File: src/rtl/bpc_pkg.sv
`timescale 1ns / 1ps

package bpc_pkg;

    localparam int DATA_W   = 24;
    localparam int COEF_W   = 16;
    localparam int DT_W     = 26;
    localparam int MUL_A_W  = 35;
    localparam int MUL_HI_W = 36;
    localparam int PROD_W   = 60;
    localparam int LEN_W    = 5;
    localparam int TEMP_W   = 21;
    localparam int OFF_W    = 35;
    localparam int PSH_W    = 37;
    localparam int DIFF_W   = 38;
    localparam int PRESS_W  = 23;
    localparam int KSUM_W   = 16;
    localparam int KPROD_W  = 29;
    localparam int ADDR_W   = 5;

    localparam logic [LEN_W-1:0] COEF_LEN = 5'd16;
    localparam logic [LEN_W-1:0] RAW_LEN  = 5'd24;

    localparam logic signed [TEMP_W-1:0]  TEMP_BASE   = 21'sd2000;
    localparam logic signed [TEMP_W-1:0]  TEMP_LO     = -21'sd4000;
    localparam logic signed [TEMP_W-1:0]  TEMP_HI     = 21'sd8500;
    localparam logic signed [TEMP_W-1:0]  KELVIN_BIAS = 21'sd27365;
    localparam logic signed [PRESS_W-1:0] PRESS_LO    = 23'sd45000;
    localparam logic signed [PRESS_W-1:0] PRESS_HI    = 23'sd120000;
    // floor(x / 100) == (x * 5243) >> 19 for every x below 43690
    localparam logic [12:0] RECIP_100 = 13'd5243;

    typedef enum logic [2:0] {
        ST_IDLE,
        ST_MUL_T,
        ST_MUL_O,
        ST_MUL_S,
        ST_MUL_P,
        ST_CHECK,
        ST_KELV
    } seq_state_t;

    typedef enum logic [2:0] {
        REG_C1,
        REG_C2,
        REG_C3,
        REG_C4,
        REG_C5,
        REG_C6
    } reg_idx_t;

    typedef struct packed {
        logic [COEF_W-1:0] c1;
        logic [COEF_W-1:0] c2;
        logic [COEF_W-1:0] c3;
        logic [COEF_W-1:0] c4;
        logic [COEF_W-1:0] c5;
        logic [COEF_W-1:0] c6;
    } coef_t;

    typedef struct packed {
        logic             start;
        logic [LEN_W-1:0] len;
    } mul_ctrl_t;

    typedef struct packed {
        logic [16:0] pressure_pa;
        logic [14:0] temp_centi;
        logic [8:0]  temp_kelvin;
    } result_t;

endpackage

File: src/rtl/bpc_apb_regs.sv
`timescale 1ns / 1ps

module bpc_apb_regs (
    input  logic                        aclk,
    input  logic                        aresetn,
    input  logic                        psel,
    input  logic                        penable,
    input  logic                        pwrite,
    input  logic [bpc_pkg::ADDR_W-1:0]  paddr,
    input  logic [31:0]                 pwdata,
    output logic [31:0]                 prdata,
    output logic                        pready,
    output bpc_pkg::coef_t              coef
);
    import bpc_pkg::*;

    coef_t    coef_reg, coef_next;
    reg_idx_t idx;
    logic     wr_en;

    assign pready = 1'b1;
    assign idx    = reg_idx_t'(paddr[ADDR_W-1:2]);
    assign wr_en  = psel && penable && pwrite && pready;
    assign coef   = coef_reg;

    always_comb begin
        coef_next = coef_reg;
        if (wr_en) begin
            case (idx)
                REG_C1:  coef_next.c1 = pwdata[COEF_W-1:0];
                REG_C2:  coef_next.c2 = pwdata[COEF_W-1:0];
                REG_C3:  coef_next.c3 = pwdata[COEF_W-1:0];
                REG_C4:  coef_next.c4 = pwdata[COEF_W-1:0];
                REG_C5:  coef_next.c5 = pwdata[COEF_W-1:0];
                REG_C6:  coef_next.c6 = pwdata[COEF_W-1:0];
                default: coef_next = coef_reg;
            endcase
        end
    end

    always_comb begin
        case (idx)
            REG_C1:  prdata = {16'h0000, coef_reg.c1};
            REG_C2:  prdata = {16'h0000, coef_reg.c2};
            REG_C3:  prdata = {16'h0000, coef_reg.c3};
            REG_C4:  prdata = {16'h0000, coef_reg.c4};
            REG_C5:  prdata = {16'h0000, coef_reg.c5};
            REG_C6:  prdata = {16'h0000, coef_reg.c6};
            default: prdata = 32'h0000_0000;
        endcase
    end

    always_ff @(posedge aclk) begin
        if (!aresetn) begin
            coef_reg <= '0;
        end else begin
            coef_reg <= coef_next;
        end
    end

endmodule

File: src/rtl/bpc_serial_mul.sv
`timescale 1ns / 1ps

// Shift-add multiplier: signed multiplicand, unsigned multiplier, one bit per cycle.
// After len steps the 60-bit product register holds a * b * 2^(24 - len).
module bpc_serial_mul (
    input  logic                                aclk,
    input  logic                                aresetn,
    input  bpc_pkg::mul_ctrl_t                  ctrl,
    input  logic signed [bpc_pkg::MUL_A_W-1:0]  mul_a,
    input  logic [bpc_pkg::DATA_W-1:0]          mul_b,
    output logic                                mul_done,
    output logic [bpc_pkg::PROD_W-1:0]          product
);
    import bpc_pkg::*;

    logic [MUL_HI_W-1:0] hi_reg, hi_next;
    logic [DATA_W-1:0]   lo_reg, lo_next;
    logic [MUL_A_W-1:0]  a_reg, a_next;
    logic [LEN_W-1:0]    cnt_reg, cnt_next;
    logic                busy_reg, busy_next;
    logic                done_reg, done_next;
    logic [MUL_HI_W-1:0] sum;

    assign sum      = hi_reg + (lo_reg[0] ? {a_reg[MUL_A_W-1], a_reg} : '0);
    assign product  = {hi_reg, lo_reg};
    assign mul_done = done_reg;

    always_comb begin
        hi_next   = hi_reg;
        lo_next   = lo_reg;
        a_next    = a_reg;
        cnt_next  = cnt_reg;
        busy_next = busy_reg;
        done_next = 1'b0;
        if (ctrl.start) begin
            hi_next   = '0;
            lo_next   = mul_b;
            a_next    = mul_a;
            cnt_next  = ctrl.len;
            busy_next = 1'b1;
        end else if (busy_reg) begin
            // add, then shift the whole product right by one, keeping the sign
            hi_next  = {sum[MUL_HI_W-1], sum[MUL_HI_W-1:1]};
            lo_next  = {sum[0], lo_reg[DATA_W-1:1]};
            cnt_next = cnt_reg - LEN_W'(1);
            if (cnt_reg == LEN_W'(1)) begin
                busy_next = 1'b0;
                done_next = 1'b1;
            end
        end
    end

    always_ff @(posedge aclk) begin
        if (!aresetn) begin
            busy_reg <= 1'b0;
            done_reg <= 1'b0;
            cnt_reg  <= '0;
        end else begin
            busy_reg <= busy_next;
            done_reg <= done_next;
            cnt_reg  <= cnt_next;
        end
    end

    always_ff @(posedge aclk) begin
        hi_reg <= hi_next;
        lo_reg <= lo_next;
        a_reg  <= a_next;
    end

endmodule

File: src/rtl/bpc_seq.sv
`timescale 1ns / 1ps

module bpc_seq (
    input  logic                                aclk,
    input  logic                                aresetn,
    input  logic                                in_valid,
    output logic                                in_ready,
    input  logic [bpc_pkg::DATA_W-1:0]          d1_in,
    input  logic [bpc_pkg::DATA_W-1:0]          d2_in,
    input  logic                                tv_in,
    input  bpc_pkg::coef_t                      coef,
    output bpc_pkg::mul_ctrl_t                  mul_ctrl,
    output logic signed [bpc_pkg::MUL_A_W-1:0]  mul_a,
    output logic [bpc_pkg::DATA_W-1:0]          mul_b,
    input  logic                                mul_done,
    input  logic [bpc_pkg::PROD_W-1:0]          product,
    output logic                                res_valid,
    input  logic                                res_ready,
    output bpc_pkg::result_t                    result
);
    import bpc_pkg::*;

    seq_state_t state_reg, state_next;

    logic signed [DT_W-1:0]    dt_reg, dt_next;
    logic                      seen_reg, seen_next;
    logic [DATA_W-1:0]         d1_reg;
    logic signed [TEMP_W-1:0]  temp_reg;
    logic [OFF_W-1:0]          off_reg;
    logic [PSH_W-1:0]          psh_reg;
    logic [16:0]               press_reg;
    logic [14:0]               tout_reg;
    logic [KSUM_W-1:0]         ksum_reg;

    logic                      in_acc;
    logic [MUL_A_W-1:0]        dt_ext, dt_next_ext;
    logic [MUL_A_W-1:0]        sens_next;
    logic [DIFF_W-1:0]         press_diff;
    logic signed [PRESS_W-1:0] press_val;
    logic signed [TEMP_W-1:0]  ksum;
    logic                      in_window;
    logic [KPROD_W-1:0]        kprod;

    assign in_ready = (state_reg == ST_IDLE);
    assign in_acc   = in_valid && in_ready;

    // datapath
    always_comb begin
        dt_next   = dt_reg;
        seen_next = seen_reg;
        if (in_acc && tv_in) begin
            dt_next   = {2'b00, d2_in} - {2'b00, coef.c5, 8'h00};
            seen_next = 1'b1;
        end
        dt_ext      = {{(MUL_A_W-DT_W){dt_reg[DT_W-1]}}, dt_reg};
        dt_next_ext = {{(MUL_A_W-DT_W){dt_next[DT_W-1]}}, dt_next};
        // product of a 16-step run carries an extra factor of 2^8
        sens_next   = {4'h0, coef.c1, 15'h0000} + {product[49], product[49:16]};
        press_diff  = {psh_reg[PSH_W-1], psh_reg} - {{3{off_reg[OFF_W-1]}}, off_reg};
        press_val   = press_diff[DIFF_W-1:15];
        ksum        = temp_reg + KELVIN_BIAS;
        in_window   = (press_val > PRESS_LO) && (press_val < PRESS_HI) &&
                      (temp_reg > TEMP_LO) && (temp_reg < TEMP_HI);
        kprod       = KPROD_W'(ksum_reg) * KPROD_W'(RECIP_100);
    end

    // next state
    always_comb begin
        state_next = state_reg;
        case (state_reg)
            ST_IDLE: begin
                if (in_acc && seen_next) state_next = ST_MUL_T;
            end
            ST_MUL_T: begin
                if (mul_done) state_next = ST_MUL_O;
            end
            ST_MUL_O: begin
                if (mul_done) state_next = ST_MUL_S;
            end
            ST_MUL_S: begin
                if (mul_done) state_next = ST_MUL_P;
            end
            ST_MUL_P: begin
                if (mul_done) state_next = ST_CHECK;
            end
            ST_CHECK: begin
                state_next = in_window ? ST_KELV : ST_IDLE;
            end
            ST_KELV: begin
                if (res_ready) state_next = ST_IDLE;
            end
            default: state_next = ST_IDLE;
        endcase
    end

    // outputs
    always_comb begin
        res_valid      = 1'b0;
        mul_ctrl.start = 1'b0;
        mul_ctrl.len   = COEF_LEN;
        mul_a          = dt_ext;
        mul_b          = {8'h00, coef.c6};
        case (state_reg)
            ST_IDLE: begin
                mul_ctrl.start = in_acc && seen_next;
                mul_a          = dt_next_ext;
            end
            ST_MUL_T: begin
                mul_ctrl.start = mul_done;
                mul_b          = {8'h00, coef.c4};
            end
            ST_MUL_O: begin
                mul_ctrl.start = mul_done;
                mul_b          = {8'h00, coef.c3};
            end
            ST_MUL_S: begin
                mul_ctrl.start = mul_done;
                mul_ctrl.len   = RAW_LEN;
                mul_a          = sens_next;
                mul_b          = d1_reg;
            end
            ST_KELV: begin
                res_valid = 1'b1;
            end
            default: begin
                res_valid = 1'b0;
            end
        endcase
    end

    assign result.pressure_pa = press_reg;
    assign result.temp_centi  = tout_reg;
    assign result.temp_kelvin = kprod[27:19];

    always_ff @(posedge aclk) begin
        if (!aresetn) begin
            state_reg <= ST_IDLE;
            dt_reg    <= '0;
            seen_reg  <= 1'b0;
        end else begin
            state_reg <= state_next;
            dt_reg    <= dt_next;
            seen_reg  <= seen_next;
        end
    end

    always_ff @(posedge aclk) begin
        if (in_acc) begin
            d1_reg <= d1_in;
        end
        if (state_reg == ST_MUL_T && mul_done) begin
            temp_reg <= TEMP_BASE + {product[50], product[50:31]};
        end
        if (state_reg == ST_MUL_O && mul_done) begin
            off_reg <= {3'b000, coef.c2, 16'h0000} + product[49:15];
        end
        if (state_reg == ST_MUL_P && mul_done) begin
            psh_reg <= product[57:21];
        end
        if (state_reg == ST_CHECK) begin
            press_reg <= press_val[16:0];
            tout_reg  <= temp_reg[14:0];
            ksum_reg  <= ksum[KSUM_W-1:0];
        end
    end

endmodule

File: src/rtl/baro_pressure_compensation_unit.sv
`timescale 1ns / 1ps

// Barometric pressure compensation, first order.
// Input stream (s_): one item per measurement pair, raw pressure and raw
// temperature in s_tdata, temperature-valid flag in s_tuser. A valid
// temperature updates the stored difference; otherwise the stored one is reused.
// Result stream (m_): pressure in Pa, temperature in centidegrees and kelvin,
// sent only when both lie inside their windows; otherwise the item is dropped.
// Calibration words sit behind the APB port at byte addresses 0x00..0x14.
// One item is worked on at a time; the next is taken once the previous one is
// through. Each item runs four products on the shared bit-serial multiplier,
// of 16, 16, 16 and 24 steps. An item before any valid temperature is taken
// and yields nothing.
// A result waits in the output register while m_tready is low; the next item
// is still accepted and computed, and waits at its end for the register.
// Synchronous reset clears the calibration words, the stored temperature
// difference, the temperature-seen flag and any pending result.
module baro_pressure_compensation_unit (
    input  logic        aclk,
    input  logic        aresetn,
    input  logic        s_tvalid,
    output logic        s_tready,
    input  logic [47:0] s_tdata,    // pressure_raw [23:0], temp_raw [47:24]
    input  logic        s_tuser,    // temp_valid
    output logic        m_tvalid,
    input  logic        m_tready,
    output logic [47:0] m_tdata,    // pressure_pa [16:0], temp_centi [31:17],
                                    // temp_kelvin [40:32], zero [47:41]
    input  logic        psel,
    input  logic        penable,
    input  logic        pwrite,
    input  logic [4:0]  paddr,
    input  logic [31:0] pwdata,
    output logic [31:0] prdata,
    output logic        pready
);
    import bpc_pkg::*;

    coef_t                      coef;
    mul_ctrl_t                  mul_ctrl;
    logic signed [MUL_A_W-1:0]  mul_a;
    logic [DATA_W-1:0]          mul_b;
    logic                       mul_done;
    logic [PROD_W-1:0]          product;
    logic                       res_valid;
    logic                       res_ready;
    result_t                    result;

    logic        m_valid_reg, m_valid_next;
    logic [47:0] m_data_reg;

    bpc_apb_regs u_regs (
        .aclk    (aclk),
        .aresetn (aresetn),
        .psel    (psel),
        .penable (penable),
        .pwrite  (pwrite),
        .paddr   (paddr),
        .pwdata  (pwdata),
        .prdata  (prdata),
        .pready  (pready),
        .coef    (coef)
    );

    bpc_serial_mul u_mul (
        .aclk     (aclk),
        .aresetn  (aresetn),
        .ctrl     (mul_ctrl),
        .mul_a    (mul_a),
        .mul_b    (mul_b),
        .mul_done (mul_done),
        .product  (product)
    );

    bpc_seq u_seq (
        .aclk      (aclk),
        .aresetn   (aresetn),
        .in_valid  (s_tvalid),
        .in_ready  (s_tready),
        .d1_in     (s_tdata[23:0]),
        .d2_in     (s_tdata[47:24]),
        .tv_in     (s_tuser),
        .coef      (coef),
        .mul_ctrl  (mul_ctrl),
        .mul_a     (mul_a),
        .mul_b     (mul_b),
        .mul_done  (mul_done),
        .product   (product),
        .res_valid (res_valid),
        .res_ready (res_ready),
        .result    (result)
    );

    // output register: free when empty or being drained this cycle
    assign res_ready = !m_valid_reg || m_tready;

    always_comb begin
        m_valid_next = m_valid_reg;
        if (res_valid && res_ready) begin
            m_valid_next = 1'b1;
        end else if (m_tready) begin
            m_valid_next = 1'b0;
        end
    end

    always_ff @(posedge aclk) begin
        if (!aresetn) begin
            m_valid_reg <= 1'b0;
        end else begin
            m_valid_reg <= m_valid_next;
        end
    end

    always_ff @(posedge aclk) begin
        if (res_valid && res_ready) begin
            m_data_reg <= {7'b0000000, result.temp_kelvin, result.temp_centi,
                           result.pressure_pa};
        end
    end

    assign m_tvalid = m_valid_reg;
    assign m_tdata  = m_data_reg;

endmodule

File: config.mk
export PLATFORM = sky130hd
export DESIGN_NAME = baro_pressure_compensation_unit
export DESIGN_NICKNAME = d
export VERILOG_FILES = /design/src/rtl/bpc_pkg.sv /design/src/rtl/bpc_apb_regs.sv /design/src/rtl/bpc_serial_mul.sv /design/src/rtl/bpc_seq.sv /design/src/rtl/baro_pressure_compensation_unit.sv
export SDC_FILE = /design/constraint.sdc
export NUM_CORES = 1
export LEC_CHECK = 0
export ABC_AREA = 1
export ABC_CLOCK_PERIOD_IN_PS = 4900
export CORE_MARGIN = 2
export CORE_UTILIZATION = 30
export CTS_CLUSTER_DIAMETER = 100
export DETAILED_ROUTE_END_ITERATION = 10
export DONT_BUFFER_PORTS = 1
export HOLD_SLACK_MARGIN = 0.05
export SLEW_MARGIN = 15
export SYNTH_ARGS = -nofsm -noshare
export SYNTH_HDL_FRONTEND = slang
export SYNTH_HIERARCHICAL = 1
export SYNTH_SLANG_ARGS = --single-unit
File: constraint.sdc
create_clock -name aclk -period 4.9 [get_ports aclk]
set_clock_uncertainty 0.1 [all_clocks]
set_input_delay 0.98 -clock aclk [delete_from_list [all_inputs] [get_ports aclk]]
set_output_delay 0.98 -clock aclk [all_outputs]
set_load 0.02 [all_outputs]
# ---- Yosys cells after proc, flatten, opt, wreduce, memory -nomap -nowiden
# Cells that the tools add are included.
dict set report totals {
  register_bits 434
  inputBits 93
  out_inout_bits 83
  wordCells 111
}
dict set report op_classes {
  n_addsub 8
  n_mul 1
  n_lt_le_gt_ge 4
  n_eq_ne 18
  muxes 27
  n_bitwise 2
  n_reduce_logical 27
}
# operator n
set ops {}
lappend ops {{case mux 16 bit (6 select lines)} 1}
lappend ops {{case mux 24 bit (3 select lines)} 1}
lappend ops {{case mux 35 bit (2 select lines)} 1}
lappend ops {{2-to-1 mux 24 bit} 2}
lappend ops {{subtractor 37 x 35 -> 38 bit} 1}
lappend ops {{adder 36 bit} 1}
lappend ops {{2-to-1 mux 36 bit} 1}
lappend ops {{adder 32 x 34 -> 35 bit} 1}
lappend ops {{adder 32 x 35 -> 35 bit} 1}
lappend ops {{multiplier 16 x 13 -> 28 bit (second input constant)} 1}
lappend ops {{2-to-1 mux 26 bit} 1}
lappend ops {{subtractor 24 x 24 -> 25 bit} 1}
lappend ops {{greater-than comparator 23 x 17 -> 1 bit (second input constant)} 1}
lappend ops {{< comparator 23 x 18 -> 1 bit (second input constant)} 1}
lappend ops {{adder 12 x 20 -> 21 bit (first input constant)} 1}
lappend ops {{greater-than comparator 21 x 13 -> 1 bit (second input constant)} 1}
lappend ops {{< comparator 21 x 15 -> 1 bit (second input constant)} 1}
lappend ops {{2-to-1 mux 3 bit} 7}
lappend ops {{case mux 3 bit (7 select lines)} 1}
lappend ops {{adder 16 bit (second input constant)} 1}
lappend ops {{equality test 3 bit (second input constant)} 5}
lappend ops {{equality test 3 x 2 -> 1 bit (second input constant)} 4}
lappend ops {{logical AND 1 bit} 12}
lappend ops {{inequality test 2 bit (second input constant)} 6}
lappend ops {{other kinds (15)} 33}

# ---- Logic depth before layout (Yosys ltp)
dict set report depth {
  word_depth 7
  ltp_mapped 24
  ltp_nobuf 24
}

# ---- Cells and area by module
# Netlist, hierarchy kept.
# module n_inst cells_each area_per_inst_um2 seq_area_each_um2
set by_module_without_submodules {}
lappend by_module_without_submodules {bpc_seq 1 2114 16992.5 5555.3}
lappend by_module_without_submodules {bpc_serial_mul 1 864 6264.8 2612.5}
lappend by_module_without_submodules {bpc_apb_regs 1 784 4976.0 1921.8}
lappend by_module_without_submodules {baro_pressure_compensation_unit 1 56 1338.8 1251.2}

# ---- Worst setup path after synthesis
# Ideal clock, no wire load.
dict set report synth_timing {
  path_kind {register -> register}
  from {register u_seq.state_reg[2]}
  to {register u_seq.state_reg[2]}
  setup_time_ps 70
  arrival_ps 4852
  t_required_ps 4730
  setup_slack_ps -121
  stages_incl_launch_ff 12
  path_buffers 0
  period_less_slack_ps 5021
  cell_sequence {dfxtp_1 -> inv_1 -> nor3_1 -> a21boi_0 -> nand3_1 -> nor2_1 -> nand4_1 -> a21oi_2 -> nand2_1 -> nand2_1 -> nand2_1 -> a21oi_1}
}
dict set report synth_via {
  elab_chain_len 7
  elab_cells_between_ends 19
  cone_classes {eq/ne: 12; mux: 2; reduce/logical: 5}
}
# item line_no
set synth_lines {}
lappend synth_lines {{start: declaration} bpc_seq.sv:23} ;# seq_state_t state_reg, state_next;
lappend synth_lines {{start signal: assignment} bpc_seq.sv:141} ;# state_reg <= state_next;
lappend synth_lines {{zero test 3 bit} {bpc_seq.sv:44, bpc_seq.sv:70}}
lappend synth_lines {{logical AND 1 bit} bpc_seq.sv:45} ;# assign in_acc = in_valid && in_ready;
lappend synth_lines {{logical AND 1 bit} bpc_seq.sv:51} ;# if (in_acc && tv_in) begin
lappend synth_lines {{2-to-1 mux 1 bit} bpc_seq.sv:51}
lappend synth_lines {{logical AND 1 bit} bpc_seq.sv:72} ;# if (in_acc && seen_next) state_next = ST_MUL_T;
lappend synth_lines {{inequality test 2 bit (no line)} --}
lappend synth_lines {{AND reduction 6 bit (no line)} --}
# Parallel ways exist; a longest one is shown, timed or not.
# A chain may end at the register's enable or synchronous reset.

==> reports/metrics.cfg <==
[job]
cap_violations=0

[global_route]
antenna_found_initial=3
grt_max_degree=106
grt_pass1_vias=23040
grt_remaining_overflow=0
grt_usage_pct=16.19
grt_pass1_wl_mm=129.1

[pwr]
sw_frac_of_total_pct=35.51
p_comb_share_pct=26.4
p_total_mw=11.98
power_density_nw_per_um2=363.2
p_int_mw=7.725
p_sw_mw=4.253
ir_drop_uv=313.2
clockPowerShare_pct=32.2
seqPwrFrac_pct=41.4
power.leakage_nw=15.29

[clocking]
cts_sinks=434
clockRootBuffer=clkbuf_16
clk_latency_ns=0.65
numCtsBuffers=51
hold_buffers=0
clk_pin_slew_worst_paths_ns=0.06
clockBufferDepth=3
cts_tree=done
htree_levels=2

[critical_path]
crit_fanout=4
crit_required_ns=5.15
cp_data_arrival_time_ns=5.06
cp_slowest_stage_delay_ns=0.55
critPathCaptureType=flip-flop
crit_type=reg -> reg
path_common_cell=fa_1
critPathSlowestCell=fa_1
start_kind=flip-flop
cp_top_family=adder cells
cp.buffers_inverters=3
path_cells=buf_4 -> ha_1 -> inv_1 -> fa_1 -> fa_1 -> inv_1 -> fa_1 -> fa_1 -> ha_4 -> nand2_1 -> nor4_4 -> nand3_1 -> o21ai_2 -> a31oi_1 -> xor2_1

[hold_path]
hp-class=reg -> reg

[place]
hpwl_mm=63.32
gp_congestion=0.9277
io_buffers=0

[sta]
finalCritPeriodShare_pct=98.07
fin_crit_ns=4.805
relSlewSlack_pct=17.99
rsz0062_at_grt=yes
hold-worst-slack_ns=0.3175
max_clock_freq_mhz=208.1
final_hold_viol_count=0
final_max_slew_viol_count=0
tightest_slew_ns=1.228
setup_viol=0

[synth]
yosys_warnings=6
syn_avg_cell_area_sq_um=7.746
netlist_area_sq_um=29560
synthCells=3817

[routing]
avgViaCountPerCell=4.671
drt_wl_total_mm=83.37
vias=24070
drc=0
postRouteAntennaNets=0
drtPass1Iterations=5
drt_iter0_drc=1729
wl_per_cell_um=16.18

[finish]
nFillCells=10290
multi_input_area_sq_um=15600
finalNetCount=4218
largest_reg_flops=96
layout-drive-gt1-share_pct=7.637
register_area_sq_um=11340
syn2layout_area_growth_pct=11.54

[floorplan]
top_level_ports=176
die_h_um=317.9
rows=115
die_x_um=317.9
dieArea_sq_um=101100
coreArea_sq_um=97990
start_util_pct=30.17

[outcome]
status=finished clean

-- timing repair --
item                                    4_1_cts  5_1_grt
buffers inserted                              0       16
endpoints found under the setup margin        2        8
pin swaps                                     0       28
resized for setup                             1       37
-- area by class of cell --
| cell class | instances | share of cell area (%) |
|---|---|---|
| inverter | 599 | 6.822 |
| sequential | 434 | 34.39 |
| tap | 1287 | 4.883 |
| antenna | 3 | 0.02277 |
| timing repair buffer | 58 | 1.343 |
| clock inverter | 28 | 0.9865 |
| clock buffer | 67 | 4.234 |
| multi-input combinational | 2677 | 47.32 |
-- power groups by stage --
stage          Sequential (mW)  Clock (mW)  Combinational, mW
3_3_place_gp              5.03           0               3.06
4_1_cts                   4.96        3.96               3.11
6_report                  4.96        3.85               3.17
2_1_floorplan             4.73           0               2.33
5_1_grt                   5.00        4.09               3.55
3_5_place_dp              5.04           0               3.09
-- layout by cell type (no fill, tap or decap), drive strengths merged, types with 52 or more instances in the layout --
cell       n
fa        78
nor2     438
nand2   1109
dfxtp    169
clkbuf    67
ha       226
nand4     52
edfxtp   265
inv      596
nand3    234
a21oi    168
buf       58
o21ai    110
-- per-layer routing --
layer / global-route usage [%] / vias up / wire length, um / share of wire, %
met3: 3.159 / 134 / 5737 / 6.9
met4: 5.196 / 2 / 2558 / 3.1
li1: - / 12150 / - / -
met1: 21.44 / 11130 / 37220 / 45
met2: 26.48 / 658 / 37840 / 45
met5: 0 / - / 13 / 0.016
-- metrics by stage --
step                      util, %  cell area, sq um  TNS (ns)  setup slack [ns]  cells
after floorplan                 -             29660         0            0.1108   3840
after global placement      31.54             30900         0           0.02934   5039
after detailed placement    31.54             30900  -0.04307          -0.02799   5039
after CTS                   33.30             32630         0          0.008334   5134
after global routing        33.65             32970   -0.3036          -0.09201   5151
final                       33.65             32980         0           0.09458   5153
-- path summary, 6_finish.rpt --
| check | slack, ns | depth (start not counted) | startpoint | to |
|---|---|---|---|---|
| max | 0.09 | 15 | u_seq/ksum_reg[12] | m_tdata[37] |
| min | 0.32 | 0 | u_seq/tout_reg[1] | m_tdata[18] |
| max reg2reg | 0.09 | 15 | u_seq/ksum_reg[12] | m_tdata[37] |
| min reg2reg | 0.32 | 0 | u_seq/tout_reg[1] | m_tdata[18] |
Note: power is estimated with default switching activity, not from simulation.
